[src/hw/rtl/bpab_pkg.sv]
`default_nettype none
// ----------------------------------------------------------------------------
// bpab_pkg
// Shared types and constants of the bilinear pixel alpha blend pipeline.
// ----------------------------------------------------------------------------
package bpab_pkg;

   localparam int FRAC_BITS_DEF = 7;
   localparam int BYTE_W        = 8;
   localparam int FRAC_IN_W     = 8;
   localparam int NUM_CH        = 3;
   localparam int NUM_LANES     = NUM_CH + 1;
   localparam int ALPHA_LANE    = NUM_CH;
   localparam int MRG_W         = 2 * BYTE_W + 2;

   // lanes 0..2 carry the color channels, lane 3 the alpha byte
   typedef logic [NUM_LANES-1:0][BYTE_W-1:0] lane_bytes_type;
   typedef logic [NUM_CH-1:0][BYTE_W-1:0]    dest_bytes_type;

endpackage
`default_nettype wire

[src/hw/rtl/bpab_if.sv]
`default_nettype none
// ----------------------------------------------------------------------------
// bpab_if
// Valid/ready channels for the pixel request and the blended response.
// ----------------------------------------------------------------------------
interface bpab_req_if;
   logic        valid;
   logic        ready;
   logic [23:0] top_left_rgb;
   logic [23:0] top_right_rgb;
   logic [23:0] bottom_left_rgb;
   logic [23:0] bottom_right_rgb;
   logic [31:0] alpha_quad;
   logic [7:0]  frac_x;
   logic [7:0]  frac_y;
   logic        right_valid;
   logic        below_valid;
   logic [23:0] dest_rgb;

   modport source (
      output valid, top_left_rgb, top_right_rgb, bottom_left_rgb, bottom_right_rgb,
             alpha_quad, frac_x, frac_y, right_valid, below_valid, dest_rgb,
      input  ready
   );
   modport sink (
      input  valid, top_left_rgb, top_right_rgb, bottom_left_rgb, bottom_right_rgb,
             alpha_quad, frac_x, frac_y, right_valid, below_valid, dest_rgb,
      output ready
   );
endinterface

interface bpab_rsp_if;
   logic       valid;
   logic       ready;
   logic [7:0] out_channel_one;
   logic [7:0] out_channel_two;
   logic [7:0] out_channel_three;
   logic [7:0] blend_alpha;

   modport source (
      output valid, out_channel_one, out_channel_two, out_channel_three, blend_alpha,
      input  ready
   );
   modport sink (
      input  valid, out_channel_one, out_channel_two, out_channel_three, blend_alpha,
      output ready
   );
endinterface
`default_nettype wire

[src/hw/rtl/bpab_prep.sv]
`default_nettype none
// ----------------------------------------------------------------------------
// bpab_prep
// Input stage: clamp the fractions, replace absent neighbors, split lanes.
// ----------------------------------------------------------------------------
module bpab_prep
   import bpab_pkg::*;
#(
   parameter int FRAC_BITS = FRAC_BITS_DEF
) (
   input  wire logic             clock,
   input  wire logic             reset,
   bpab_req_if.sink              req_chan,
   output      logic             out_valid,
   input  wire logic             out_ready,
   output      lane_bytes_type   out_near0,
   output      lane_bytes_type   out_next0,
   output      lane_bytes_type   out_near1,
   output      lane_bytes_type   out_next1,
   output      logic [FRAC_BITS:0] out_fx,
   output      logic [FRAC_BITS:0] out_fy,
   output      dest_bytes_type   out_dest
);

   localparam int FW = FRAC_BITS + 1;
   localparam int CW = (FW > FRAC_IN_W) ? FW : FRAC_IN_W;
   localparam logic [CW-1:0] ONE_CW = CW'(1) << FRAC_BITS;

   logic           valid_ff, valid_in;
   lane_bytes_type tl, tr, bl, br;
   lane_bytes_type near0_ff, next0_ff, near1_ff, next1_ff;
   lane_bytes_type near0_in, next0_in, near1_in, next1_in;
   logic [CW-1:0]  fx_wide, fy_wide;
   logic [FW-1:0]  fx_ff, fy_ff, fx_in, fy_in;
   dest_bytes_type dest_ff, dest_in;
   logic           load;

   assign req_chan.ready = !valid_ff || out_ready;
   assign load           = req_chan.valid && req_chan.ready;

   always_comb begin
      tl = lane_bytes_type'({req_chan.alpha_quad[7:0],   req_chan.top_left_rgb});
      tr = lane_bytes_type'({req_chan.alpha_quad[15:8],  req_chan.top_right_rgb});
      bl = lane_bytes_type'({req_chan.alpha_quad[23:16], req_chan.bottom_left_rgb});
      br = lane_bytes_type'({req_chan.alpha_quad[31:24], req_chan.bottom_right_rgb});

      near0_in = tl;
      next0_in = req_chan.right_valid ? tr : tl;
      near1_in = req_chan.below_valid ? bl : tl;
      if (req_chan.right_valid) begin
         next1_in = req_chan.below_valid ? br : tr;
      end else begin
         next1_in = req_chan.below_valid ? bl : tl;
      end

      // clamp weights above one
      fx_wide = CW'(req_chan.frac_x);
      fy_wide = CW'(req_chan.frac_y);
      if (fx_wide > ONE_CW) begin
         fx_wide = ONE_CW;
      end
      if (fy_wide > ONE_CW) begin
         fy_wide = ONE_CW;
      end
      fx_in   = fx_wide[FW-1:0];
      fy_in   = fy_wide[FW-1:0];
      dest_in = dest_bytes_type'(req_chan.dest_rgb);

      valid_in = req_chan.ready ? req_chan.valid : valid_ff;
   end

   always_ff @(posedge clock) begin
      if (reset) begin
         valid_ff <= 1'b0;
      end else begin
         valid_ff <= valid_in;
      end
   end

   always_ff @(posedge clock) begin
      if (load) begin
         near0_ff <= near0_in;
         next0_ff <= next0_in;
         near1_ff <= near1_in;
         next1_ff <= next1_in;
         fx_ff    <= fx_in;
         fy_ff    <= fy_in;
         dest_ff  <= dest_in;
      end
   end

   assign out_valid = valid_ff;
   assign out_near0 = near0_ff;
   assign out_next0 = next0_ff;
   assign out_near1 = near1_ff;
   assign out_next1 = next1_ff;
   assign out_fx    = fx_ff;
   assign out_fy    = fy_ff;
   assign out_dest  = dest_ff;

endmodule
`default_nettype wire

[src/hw/rtl/bpab_hlerp.sv]
`default_nettype none
// ----------------------------------------------------------------------------
// bpab_hlerp
// Horizontal stage: near << F plus weight times step, for both rows and lanes.
// ----------------------------------------------------------------------------
module bpab_hlerp
   import bpab_pkg::*;
#(
   parameter int FRAC_BITS = FRAC_BITS_DEF
) (
   input  wire logic                                    clock,
   input  wire logic                                    reset,
   input  wire logic                                    in_valid,
   output      logic                                    in_ready,
   input  wire lane_bytes_type                          in_near0,
   input  wire lane_bytes_type                          in_next0,
   input  wire lane_bytes_type                          in_near1,
   input  wire lane_bytes_type                          in_next1,
   input  wire logic [FRAC_BITS:0]                      in_fx,
   input  wire logic [FRAC_BITS:0]                      in_fy,
   input  wire dest_bytes_type                          in_dest,
   output      logic                                    out_valid,
   input  wire logic                                    out_ready,
   output      logic [NUM_LANES-1:0][FRAC_BITS+BYTE_W-1:0] out_row0,
   output      logic [NUM_LANES-1:0][FRAC_BITS+BYTE_W-1:0] out_row1,
   output      logic [FRAC_BITS:0]                      out_fy,
   output      dest_bytes_type                          out_dest
);

   localparam int FW = FRAC_BITS + 1;
   localparam int HW = FRAC_BITS + BYTE_W;
   localparam int PW = FRAC_BITS + BYTE_W + 3;

   logic                             valid_ff, valid_in;
   logic [NUM_LANES-1:0][HW-1:0]     row0_ff, row1_ff, row0_in, row1_in;
   logic [FW-1:0]                    fy_ff;
   dest_bytes_type                   dest_ff;
   logic signed [FW:0]               fs;

   assign in_ready = !valid_ff || out_ready;

   always_comb begin
      fs = signed'({1'b0, in_fx});
      for (int l = 0; l < NUM_LANES; l++) begin
         logic signed [BYTE_W:0] d0, d1;
         logic signed [PW-1:0]   s0, s1;
         d0 = signed'({1'b0, in_next0[l]}) - signed'({1'b0, in_near0[l]});
         d1 = signed'({1'b0, in_next1[l]}) - signed'({1'b0, in_near1[l]});
         s0 = PW'(d0) * PW'(fs) + signed'(PW'({in_near0[l], {FRAC_BITS{1'b0}}}));
         s1 = PW'(d1) * PW'(fs) + signed'(PW'({in_near1[l], {FRAC_BITS{1'b0}}}));
         row0_in[l] = s0[HW-1:0];
         row1_in[l] = s1[HW-1:0];
      end
      valid_in = in_ready ? in_valid : valid_ff;
   end

   always_ff @(posedge clock) begin
      if (reset) begin
         valid_ff <= 1'b0;
      end else begin
         valid_ff <= valid_in;
      end
   end

   always_ff @(posedge clock) begin
      if (in_valid && in_ready) begin
         row0_ff <= row0_in;
         row1_ff <= row1_in;
         fy_ff   <= in_fy;
         dest_ff <= in_dest;
      end
   end

   assign out_valid = valid_ff;
   assign out_row0  = row0_ff;
   assign out_row1  = row1_ff;
   assign out_fy    = fy_ff;
   assign out_dest  = dest_ff;

endmodule
`default_nettype wire

[src/hw/rtl/bpab_vlerp.sv]
`default_nettype none
// ----------------------------------------------------------------------------
// bpab_vlerp
// Vertical stage: combine the two row values and scale down to a byte.
// ----------------------------------------------------------------------------
module bpab_vlerp
   import bpab_pkg::*;
#(
   parameter int FRAC_BITS = FRAC_BITS_DEF
) (
   input  wire logic                                    clock,
   input  wire logic                                    reset,
   input  wire logic                                    in_valid,
   output      logic                                    in_ready,
   input  wire logic [NUM_LANES-1:0][FRAC_BITS+BYTE_W-1:0] in_row0,
   input  wire logic [NUM_LANES-1:0][FRAC_BITS+BYTE_W-1:0] in_row1,
   input  wire logic [FRAC_BITS:0]                      in_fy,
   input  wire dest_bytes_type                          in_dest,
   output      logic                                    out_valid,
   input  wire logic                                    out_ready,
   output      lane_bytes_type                          out_src,
   output      dest_bytes_type                          out_dest
);

   localparam int FW = FRAC_BITS + 1;
   localparam int HW = FRAC_BITS + BYTE_W;
   localparam int PW = FRAC_BITS + BYTE_W + 3;

   logic               valid_ff, valid_in;
   lane_bytes_type     src_ff, src_in;
   dest_bytes_type     dest_ff;
   logic signed [FW:0] fs;

   assign in_ready = !valid_ff || out_ready;

   always_comb begin
      fs = signed'({1'b0, in_fy});
      for (int l = 0; l < NUM_LANES; l++) begin
         logic signed [BYTE_W:0] d;
         logic signed [PW-1:0]   s;
         d = signed'({1'b0, in_row1[l][HW-1:FRAC_BITS]})
           - signed'({1'b0, in_row0[l][HW-1:FRAC_BITS]});
         s = PW'(d) * PW'(fs) + signed'(PW'(in_row0[l]));
         src_in[l] = s[HW-1:FRAC_BITS];
      end
      valid_in = in_ready ? in_valid : valid_ff;
   end

   always_ff @(posedge clock) begin
      if (reset) begin
         valid_ff <= 1'b0;
      end else begin
         valid_ff <= valid_in;
      end
   end

   always_ff @(posedge clock) begin
      if (in_valid && in_ready) begin
         src_ff  <= src_in;
         dest_ff <= in_dest;
      end
   end

   assign out_valid = valid_ff;
   assign out_src   = src_ff;
   assign out_dest  = dest_ff;

endmodule
`default_nettype wire

[src/hw/rtl/bpab_merge.sv]
`default_nettype none
// ----------------------------------------------------------------------------
// bpab_merge
// Output stage: merge each source byte into the destination byte by alpha.
// ----------------------------------------------------------------------------
module bpab_merge
   import bpab_pkg::*;
(
   input  wire logic           clock,
   input  wire logic           reset,
   input  wire logic           in_valid,
   output      logic           in_ready,
   input  wire lane_bytes_type in_src,
   input  wire dest_bytes_type in_dest,
   bpab_rsp_if.source          rsp_chan
);

   logic                valid_ff, valid_in;
   dest_bytes_type      pix_ff, pix_in;
   logic [BYTE_W-1:0]   alpha_ff;
   logic signed [BYTE_W:0] av;

   assign in_ready = !valid_ff || rsp_chan.ready;

   always_comb begin
      av = signed'({1'b0, in_src[ALPHA_LANE]});
      for (int c = 0; c < NUM_CH; c++) begin
         logic signed [BYTE_W:0]  diff;
         logic signed [MRG_W-1:0] v;
         diff = signed'({1'b0, in_dest[c]}) - signed'({1'b0, in_src[c]});
         v = MRG_W'(diff) * MRG_W'(av) + signed'(MRG_W'({in_src[c], in_dest[c]}));
         pix_in[c] = v[2*BYTE_W-1:BYTE_W];
      end
      valid_in = in_ready ? in_valid : valid_ff;
   end

   always_ff @(posedge clock) begin
      if (reset) begin
         valid_ff <= 1'b0;
      end else begin
         valid_ff <= valid_in;
      end
   end

   always_ff @(posedge clock) begin
      if (in_valid && in_ready) begin
         pix_ff   <= pix_in;
         alpha_ff <= in_src[ALPHA_LANE];
      end
   end

   assign rsp_chan.valid             = valid_ff;
   assign rsp_chan.out_channel_one   = pix_ff[0];
   assign rsp_chan.out_channel_two   = pix_ff[1];
   assign rsp_chan.out_channel_three = pix_ff[2];
   assign rsp_chan.blend_alpha       = alpha_ff;

endmodule
`default_nettype wire

[src/hw/rtl/bilinear_pixel_alpha_blend.sv]
`default_nettype none
// ----------------------------------------------------------------------------
// bilinear_pixel_alpha_blend
// Bilinear sample of a three-channel source with alpha, merged into a pixel.
// ----------------------------------------------------------------------------
// Takes one pixel word per clock and returns one blended word per clock while
// rsp_chan is ready. An accepted word reaches rsp_chan through four register
// stages: input select and weight clamp, horizontal interpolation, vertical
// interpolation, alpha merge. Each stage holds one word with its own valid
// bit; a stalled rsp_chan holds the pipeline and empty stages still fill, so
// up to four words are in flight. The weights are in steps of 1/2^FRAC_BITS
// and are clamped to one; blend_alpha is a transparency, zero giving the
// source color.
module bilinear_pixel_alpha_blend
   import bpab_pkg::*;
#(
   parameter int FRAC_BITS = FRAC_BITS_DEF
) (
   input  wire logic  clock,
   input  wire logic  reset,
   bpab_req_if.sink   req_chan,
   bpab_rsp_if.source rsp_chan
);

   localparam int HW = FRAC_BITS + BYTE_W;

   logic                         p_valid, p_ready;
   lane_bytes_type               p_near0, p_next0, p_near1, p_next1;
   logic [FRAC_BITS:0]           p_fx, p_fy;
   dest_bytes_type               p_dest;

   logic                         h_valid, h_ready;
   logic [NUM_LANES-1:0][HW-1:0] h_row0, h_row1;
   logic [FRAC_BITS:0]           h_fy;
   dest_bytes_type               h_dest;

   logic                         v_valid, v_ready;
   lane_bytes_type               v_src;
   dest_bytes_type               v_dest;

   bpab_prep #(.FRAC_BITS(FRAC_BITS)) u_prep (
      .clock     (clock),
      .reset     (reset),
      .req_chan  (req_chan),
      .out_valid (p_valid),
      .out_ready (p_ready),
      .out_near0 (p_near0),
      .out_next0 (p_next0),
      .out_near1 (p_near1),
      .out_next1 (p_next1),
      .out_fx    (p_fx),
      .out_fy    (p_fy),
      .out_dest  (p_dest)
   );

   bpab_hlerp #(.FRAC_BITS(FRAC_BITS)) u_hlerp (
      .clock     (clock),
      .reset     (reset),
      .in_valid  (p_valid),
      .in_ready  (p_ready),
      .in_near0  (p_near0),
      .in_next0  (p_next0),
      .in_near1  (p_near1),
      .in_next1  (p_next1),
      .in_fx     (p_fx),
      .in_fy     (p_fy),
      .in_dest   (p_dest),
      .out_valid (h_valid),
      .out_ready (h_ready),
      .out_row0  (h_row0),
      .out_row1  (h_row1),
      .out_fy    (h_fy),
      .out_dest  (h_dest)
   );

   bpab_vlerp #(.FRAC_BITS(FRAC_BITS)) u_vlerp (
      .clock     (clock),
      .reset     (reset),
      .in_valid  (h_valid),
      .in_ready  (h_ready),
      .in_row0   (h_row0),
      .in_row1   (h_row1),
      .in_fy     (h_fy),
      .in_dest   (h_dest),
      .out_valid (v_valid),
      .out_ready (v_ready),
      .out_src   (v_src),
      .out_dest  (v_dest)
   );

   bpab_merge u_merge (
      .clock    (clock),
      .reset    (reset),
      .in_valid (v_valid),
      .in_ready (v_ready),
      .in_src   (v_src),
      .in_dest  (v_dest),
      .rsp_chan (rsp_chan)
   );

`ifndef NO_ASSERTIONS
   a_ready_chain: assert property (@(posedge clock) disable iff (reset)
      rsp_chan.ready |-> req_chan.ready)
      else $error("pipeline stalls with the response side ready");

   a_rsp_from_stage: assert property (@(posedge clock) disable iff (reset)
      $rose(rsp_chan.valid) |-> $past(v_valid))
      else $error("response word appeared without a vertical stage word");

   a_vlerp_from_stage: assert property (@(posedge clock) disable iff (reset)
      $rose(v_valid) |-> $past(h_valid))
      else $error("vertical stage word appeared without a horizontal word");

   a_hlerp_from_stage: assert property (@(posedge clock) disable iff (reset)
      $rose(h_valid) |-> $past(p_valid))
      else $error("horizontal stage word appeared without an input word");
`endif

endmodule
`default_nettype wire

[src/flat_wrapper.sv]
// flat-port wrapper written by rule: the top's interface ports become plain ports
module bilinear_pixel_alpha_blend_flat import bpab_pkg::*;
#(
   parameter int FRAC_BITS = FRAC_BITS_DEF
)
  (clock, reset, req_chan_valid, req_chan_top_left_rgb, req_chan_top_right_rgb, req_chan_bottom_left_rgb, req_chan_bottom_right_rgb, req_chan_alpha_quad, req_chan_frac_x, req_chan_frac_y, req_chan_right_valid, req_chan_below_valid, req_chan_dest_rgb, req_chan_ready, rsp_chan_valid, rsp_chan_out_channel_one, rsp_chan_out_channel_two, rsp_chan_out_channel_three, rsp_chan_blend_alpha, rsp_chan_ready);
  bpab_req_if req_chan_i ();
  bpab_rsp_if rsp_chan_i ();
  input  wire logic clock;
  input  wire logic reset;
  input wire logic [$bits(req_chan_i.valid)-1:0] req_chan_valid;
  input wire logic [$bits(req_chan_i.top_left_rgb)-1:0] req_chan_top_left_rgb;
  input wire logic [$bits(req_chan_i.top_right_rgb)-1:0] req_chan_top_right_rgb;
  input wire logic [$bits(req_chan_i.bottom_left_rgb)-1:0] req_chan_bottom_left_rgb;
  input wire logic [$bits(req_chan_i.bottom_right_rgb)-1:0] req_chan_bottom_right_rgb;
  input wire logic [$bits(req_chan_i.alpha_quad)-1:0] req_chan_alpha_quad;
  input wire logic [$bits(req_chan_i.frac_x)-1:0] req_chan_frac_x;
  input wire logic [$bits(req_chan_i.frac_y)-1:0] req_chan_frac_y;
  input wire logic [$bits(req_chan_i.right_valid)-1:0] req_chan_right_valid;
  input wire logic [$bits(req_chan_i.below_valid)-1:0] req_chan_below_valid;
  input wire logic [$bits(req_chan_i.dest_rgb)-1:0] req_chan_dest_rgb;
  output wire logic [$bits(req_chan_i.ready)-1:0] req_chan_ready;
  output wire logic [$bits(rsp_chan_i.valid)-1:0] rsp_chan_valid;
  output wire logic [$bits(rsp_chan_i.out_channel_one)-1:0] rsp_chan_out_channel_one;
  output wire logic [$bits(rsp_chan_i.out_channel_two)-1:0] rsp_chan_out_channel_two;
  output wire logic [$bits(rsp_chan_i.out_channel_three)-1:0] rsp_chan_out_channel_three;
  output wire logic [$bits(rsp_chan_i.blend_alpha)-1:0] rsp_chan_blend_alpha;
  input wire logic [$bits(rsp_chan_i.ready)-1:0] rsp_chan_ready;
  assign req_chan_i.valid = req_chan_valid;
  assign req_chan_i.top_left_rgb = req_chan_top_left_rgb;
  assign req_chan_i.top_right_rgb = req_chan_top_right_rgb;
  assign req_chan_i.bottom_left_rgb = req_chan_bottom_left_rgb;
  assign req_chan_i.bottom_right_rgb = req_chan_bottom_right_rgb;
  assign req_chan_i.alpha_quad = req_chan_alpha_quad;
  assign req_chan_i.frac_x = req_chan_frac_x;
  assign req_chan_i.frac_y = req_chan_frac_y;
  assign req_chan_i.right_valid = req_chan_right_valid;
  assign req_chan_i.below_valid = req_chan_below_valid;
  assign req_chan_i.dest_rgb = req_chan_dest_rgb;
  assign req_chan_ready = req_chan_i.ready;
  assign rsp_chan_valid = rsp_chan_i.valid;
  assign rsp_chan_out_channel_one = rsp_chan_i.out_channel_one;
  assign rsp_chan_out_channel_two = rsp_chan_i.out_channel_two;
  assign rsp_chan_out_channel_three = rsp_chan_i.out_channel_three;
  assign rsp_chan_blend_alpha = rsp_chan_i.blend_alpha;
  assign rsp_chan_i.ready = rsp_chan_ready;
  bilinear_pixel_alpha_blend #(.FRAC_BITS(FRAC_BITS)) u_core (.clock(clock), .reset(reset), .req_chan(req_chan_i), .rsp_chan(rsp_chan_i));
endmodule
[config.mk]
export PLATFORM = sky130hd
export DESIGN_NAME = bilinear_pixel_alpha_blend_flat
export DESIGN_NICKNAME = d
export VERILOG_FILES = /design/src/hw/rtl/bpab_pkg.sv /design/src/hw/rtl/bpab_if.sv /design/src/hw/rtl/bpab_prep.sv /design/src/hw/rtl/bpab_hlerp.sv /design/src/hw/rtl/bpab_vlerp.sv /design/src/hw/rtl/bpab_merge.sv /design/src/hw/rtl/bilinear_pixel_alpha_blend.sv /design/src/flat_wrapper.sv
export SDC_FILE = /design/constraint.sdc
export NUM_CORES = 2
export LEC_CHECK = 0
export ABC_AREA = 1
export ABC_CLOCK_PERIOD_IN_PS = 17200
export BUFFER_PORTS_ARGS = -buffer_cell sky130_fd_sc_hd__buf_2
export CAP_MARGIN = 0
export CORE_UTILIZATION = 41
export CTS_BUF_LIST = sky130_fd_sc_hd__clkbuf_16
export CTS_CLUSTER_DIAMETER = 200
export DETAILED_ROUTE_END_ITERATION = 12
export PLACE_DENSITY = 0.64
export SYNTH_ARGS = -nofsm -noshare
export SYNTH_HDL_FRONTEND = slang
export SYNTH_SLANG_ARGS = --single-unit
[constraint.sdc]
create_clock -name clock -period 17.2 [get_ports clock]
set_input_delay 2.58 -clock clock [delete_from_list [all_inputs] [get_ports clock]]
set_output_delay 2.58 -clock clock [all_outputs]
set_load 0.02 [all_outputs]
### Yosys cells after proc, flatten, opt, wreduce, memory -nomap -nowiden

Index checks and enable logic that the tools add are counted.

| cells by class | value |
|---|---|
| add/subtract/negate cells | 30 |
| magnitude comparators | 2 |
| mux-type cells | 4 |
| reductions and logical operators | 12 |
| $mul | 15 |

Operators by type and width:

| cell | count |
|---|---|
| $add A15 B15 Y15 | 12 |
| $mul A9 B9 Y15 | 12 |
| $sub A8 B8 Y9 | 15 |
| $mux W32 | 4 |
| $add A16 B16 Y16 | 3 |
| $mul A9 B9 Y16 | 3 |
| $gt A8 B8 Y1 const B | 2 |
| $logic_and A1 B1 Y1 | 4 |
| $logic_not A1 Y1 | 4 |
| $logic_or A1 B1 Y1 | 4 |

| storage, ports and cells | value |
|---|---|
| word-level logic and storage cells | 111 |
| input port bits | 174 |
| register bits after elaboration | 412 |
| output and inout port bits | 34 |

### Depth between registers and ports, before layout

| logic depth | value |
|---|---|
| depth in word-level cells | 6 |
| depth in mapped cells | 34 |
| depth with buffers taken out | 34 |

### Modules after synthesis

From an unflattened synthesis, not the netlist that was laid out.

| unflattened totals | value |
|---|---|
| cell total of the unflattened synthesis | 7032 |
| area total of the unflattened synthesis | 60773.3 um^2 |

By module, submodules not included:

| module | area an instance (um^2) | instances | cells an instance | sequential area each (um^2) |
|---|---|---|---|---|
| bpab_hlerp | 28061.9 | 1 | 3235 | 4584.4 |
| bpab_vlerp | 14495.2 | 1 | 1795 | 1701.6 |
| bpab_merge | 11438.5 | 1 | 1499 | 980.9 |
| bpab_prep | 6777.8 | 1 | 503 | 5064.9 |

### Worst setup path before layout

Ideal clock, no wire load.

| timing | value |
|---|---|
| path type | input port to flip-flop |
| from | in rsp_chan_ready |
| to | reg u_core.u_prep.dest_ff, in the netlist u_core.u_prep.out_dest[0] (enable) |
| arrival | 9.975 ns |
| cell stages on the path | 8 |
| library setup time | 0.702 ns |
| buffers on the path | 0 |
| data required time | 16.498 ns |
| setup slack | 6.523 ns |
| cells stage by stage | nor2_1 > inv_1 > nor2_1 > inv_1 > nor2_1 > inv_1 > nor2_1 > nor2_1 |

| between the ends | value |
|---|---|
| cells in the longest elaborated chain, start to end | 5 |

RTL lines:

| what | RTL line | text |
|---|---|---|
| from (decl) | flat_wrapper.sv:28 | `input wire logic [$bits(rsp_chan_i.ready)-1:0] rsp_chan_ready;` |
| $logic_or A1 B1 Y1 | bpab_merge.sv:23 | `assign in_ready = !valid_ff \|\| rsp_chan.ready;` |
| $logic_or A1 B1 Y1 | bpab_vlerp.sv:34 | `assign in_ready = !valid_ff \|\| out_ready;` |
| $logic_or A1 B1 Y1 | bpab_hlerp.sv:40 | `assign in_ready = !valid_ff \|\| out_ready;` |
| $logic_or A1 B1 Y1 | bpab_prep.sv:38 | `assign req_chan.ready = !valid_ff \|\| out_ready;` |
| $logic_and A1 B1 Y1 | bpab_prep.sv:39 | `assign load = req_chan.valid && req_chan.ready;` |
| via u_core.u_prep.load | bpab_prep.sv:36 | `logic load;` |
| to (signal assigned) | bpab_prep.sv:88 | `dest_ff <= dest_in;` |
| to (decl) | bpab_prep.sv:35 | `dest_bytes_type dest_ff, dest_in;` |

The timed path passes the listed nets, and every way through them passes these cells.
A chain may end at the register's enable or synchronous reset.

==> results.cfg <==
[clock_network]
cts_tree = built
cts_buffer_depth = 3
cts_resized = 0
numCtsBuffers = 51
htreeDepth = 2
clk_root_buffer_cell = clkbuf_16
cts_hold_buf = 0
clock_latency_ns = 0.68
clkTransAtPathRegs_ns = 0.06
clock_sinks = 384
post_cts_buffers = 0

[setup_path]
worst-setup-path-type = flip-flop to flip-flop
cp.arrival_ns = 6.86
start_kind = flip-flop
path_max_fanout = 5
endpoint_kind = flip-flop
cp.required_ns = 17.58

[sta]
fin_skew_ns = 0.05051
period_share_pct = 37.67
setup_tns_ns = 0
finalHoldViolations = 0
max_slew_margin_pct = 21.31
worst_pin_slew_ns = 1.180
maxSlewViolCount = 0
fmax_mhz = 154.3
post-route-min-period_ns = 6.479
setup_violations = 0
rsz0062_at_grt = no

[drt]
drt-total-wl_mm = 141.8
vias = 43250
drt_iter0_drc = 2556
viasPerCell = 4.836
wl_per_cell_um = 15.86
route.detailed.drc = 0
firstDrtPassIters = 6
postRouteAntennaNets = 0

[die]
rows = 139
die_w_um = 382.2
core_um2 = 143500
ios = 208
die_y_um = 382.2
start_util_pct = 41.29
dieArea_um2 = 146000

[yosys]
syn_avg_cell_area_um2 = 8.674
postSynthCellCount = 6831
yosysUniqueCellTypes = 51
synthTopCellsByArea = fa_1 (31%), edfxtp_1 (19%), ha_1 (13%)
synth_edf_count = 380
async_flop_share_pct = 0
synth_area_um2 = 59250
synth_ff_type = edfxtp_1
synth.most_common_cell = inv_1
synth_top_area_share_pct = 30.51
synth_commonest_cells = inv_1 (1812), nand2_1 (1154), fa_1 (903)
yosysWarnings = 0
synthesis.nets = 8525
ys_ff_latch = 384
synth.largest_area_cell = fa_1
yosysSeqAreaShare_pct = 19.39

[job]
cap_violations = 0

[outcome]
status = finished, final reports clean

[grt]
grtUsageTotal_pct = 19.96
grt_pass1_vias = 44920
antenna_found_initial = 3
grt_max_degree = 66
grt-ovfl-total = 0
grt_pass1_wl_mm = 233.5

[placed_design]
port_buffers = 207
dp_cells = 8849
gp_congestion = 0.8726
dp_hpwl_mm = 115.2

[layout]
fin_nets = 8693
fin_cells = 8944
diodes = 0
area_growth_pct = 8.327
drive_above_1_share_pct = 6.874

[worst_hold_path]
hp-class = flip-flop to flip-flop
-- cell usage in the layout (no fill, tap or decap), drive strengths merged, types with 4 or more instances in the layout --
cell	Yosys	layout
o21ai	149	149
clkinv	5	22
o21bai	31	31
a21o	30	30
clkbuf	106	51
edfxtp	380	380
nand4	43	43
buf	23	244
o22ai	32	32
inv	1819	1831
nand3	163	163
a21oi	227	227
nand3b	30	30
dfxtp	4	4
fa	903	903
clkinvlp	0	10
o2111ai	6	6
ha	617	617
mux2	31	31
bufinv	0	5
a31oi	22	22
xor2	162	162
nor3	26	26
nand2	1165	1165
a221oi	4	4
or2	68	68
o21a	12	12
o31ai	6	6
xnor2	121	121
nor2	628	628
o211ai	4	4
-- logic make-up after synthesis --
logic type      share of synthesized area [%]
simple gates                            14.69
compound gates                          5.178
buf+inv                                 12.40
flops                                   19.39
mux                                    0.5892
xor+xnor                                4.209
fa+ha+maj                               43.54
-- cell type report --
type / instances / area (um^2)
flip-flops and latches: 384 / 11490
clock buffers: 51 / 1276
inverters: 1824 / 6852
well taps: 1903 / 2381
repair buffers: 244 / 1316
clock inverters: 44 / 440.4
fillers: 14070 / 79300
multi-input cells: 4494 / 40430
-- worst paths after layout --
check                                                     startpoint                                              endpoint  slack [ns]  cells after the start
worst max-delay path             u_core.u_vlerp.out_src[8]$_DFFE_PP_  u_core.u_merge.rsp_chan.out_channel_two[3]$_DFFE_PP_       10.72                     23
worst min-delay path            u_core.u_prep.out_dest[18]$_DFFE_PP_                 u_core.u_hlerp.out_dest[18]$_DFFE_PP_        0.42                      0
worst max register to register   u_core.u_vlerp.out_src[8]$_DFFE_PP_  u_core.u_merge.rsp_chan.out_channel_two[3]$_DFFE_PP_       10.72                     23
worst min register to register  u_core.u_prep.out_dest[18]$_DFFE_PP_                 u_core.u_hlerp.out_dest[18]$_DFFE_PP_        0.42                      0
-- worst max-delay path: stages, from the launching register on --
cell	delay [ns]
edfxtp_1	0.45
ha_1	0.26
fa_1	0.40
o21ai_1	0.29
a21oi_1	0.13
xnor2_1	0.48
nand2_1	0.16
fa_1	0.54
inv_1	0.06
fa_1	0.50
inv_1	0.06
fa_1	0.53
inv_1	0.05
fa_1	0.47
inv_1	0.05
fa_1	0.48
inv_1	0.04
ha_1	0.31
nand2_1	0.10
nor2_1	0.20
nand4_1	0.10
o21ai_0	0.29
a21oi_1	0.13
xnor2_1	0.15
-- through the flow --
stage	hold WS (ns)	instance area, um^2	utilization, %	setup slack [ns]
after global routing	0.4225	64180	44.73	10.33
after global placement	0.4025	62470	43.54	10.79
final	0.4162	64180	44.73	10.72
after floorplan	0.4003	59250	-	6.523
after CTS	0.4169	64180	44.73	10.73
after detailed placement	0.4045	62470	43.54	10.75
-- per-layer routing --
layer | global-route usage (%) | up-vias | part of all wire [%]
met5 | 0 | - | 0
met4 | 4.111 | 0 | 2.1
met3 | 2.212 | 174 | 4.7
met2 | 34.51 | 933 | 48
met1 | 26.91 | 21160 | 45
li1 | - | 20980 | -
-- sequential cells by signal, indices dropped and copies added (netlist names), 24 cells and up --
register	count
u_core.u_hlerp.out_dest	24
u_core.u_hlerp.out_row0	60
u_core.u_hlerp.out_row1	32
u_core.u_prep.out_dest	24
u_core.u_prep.out_near0	32
u_core.u_prep.out_near1	32
u_core.u_prep.out_next0	32
u_core.u_prep.out_next1	32
u_core.u_vlerp.out_dest	24
u_core.u_vlerp.out_src	32
Power is left out: the tool's default activity adds up to more than one toggle a clock period on the data nets, which glitch-free logic cannot reach.
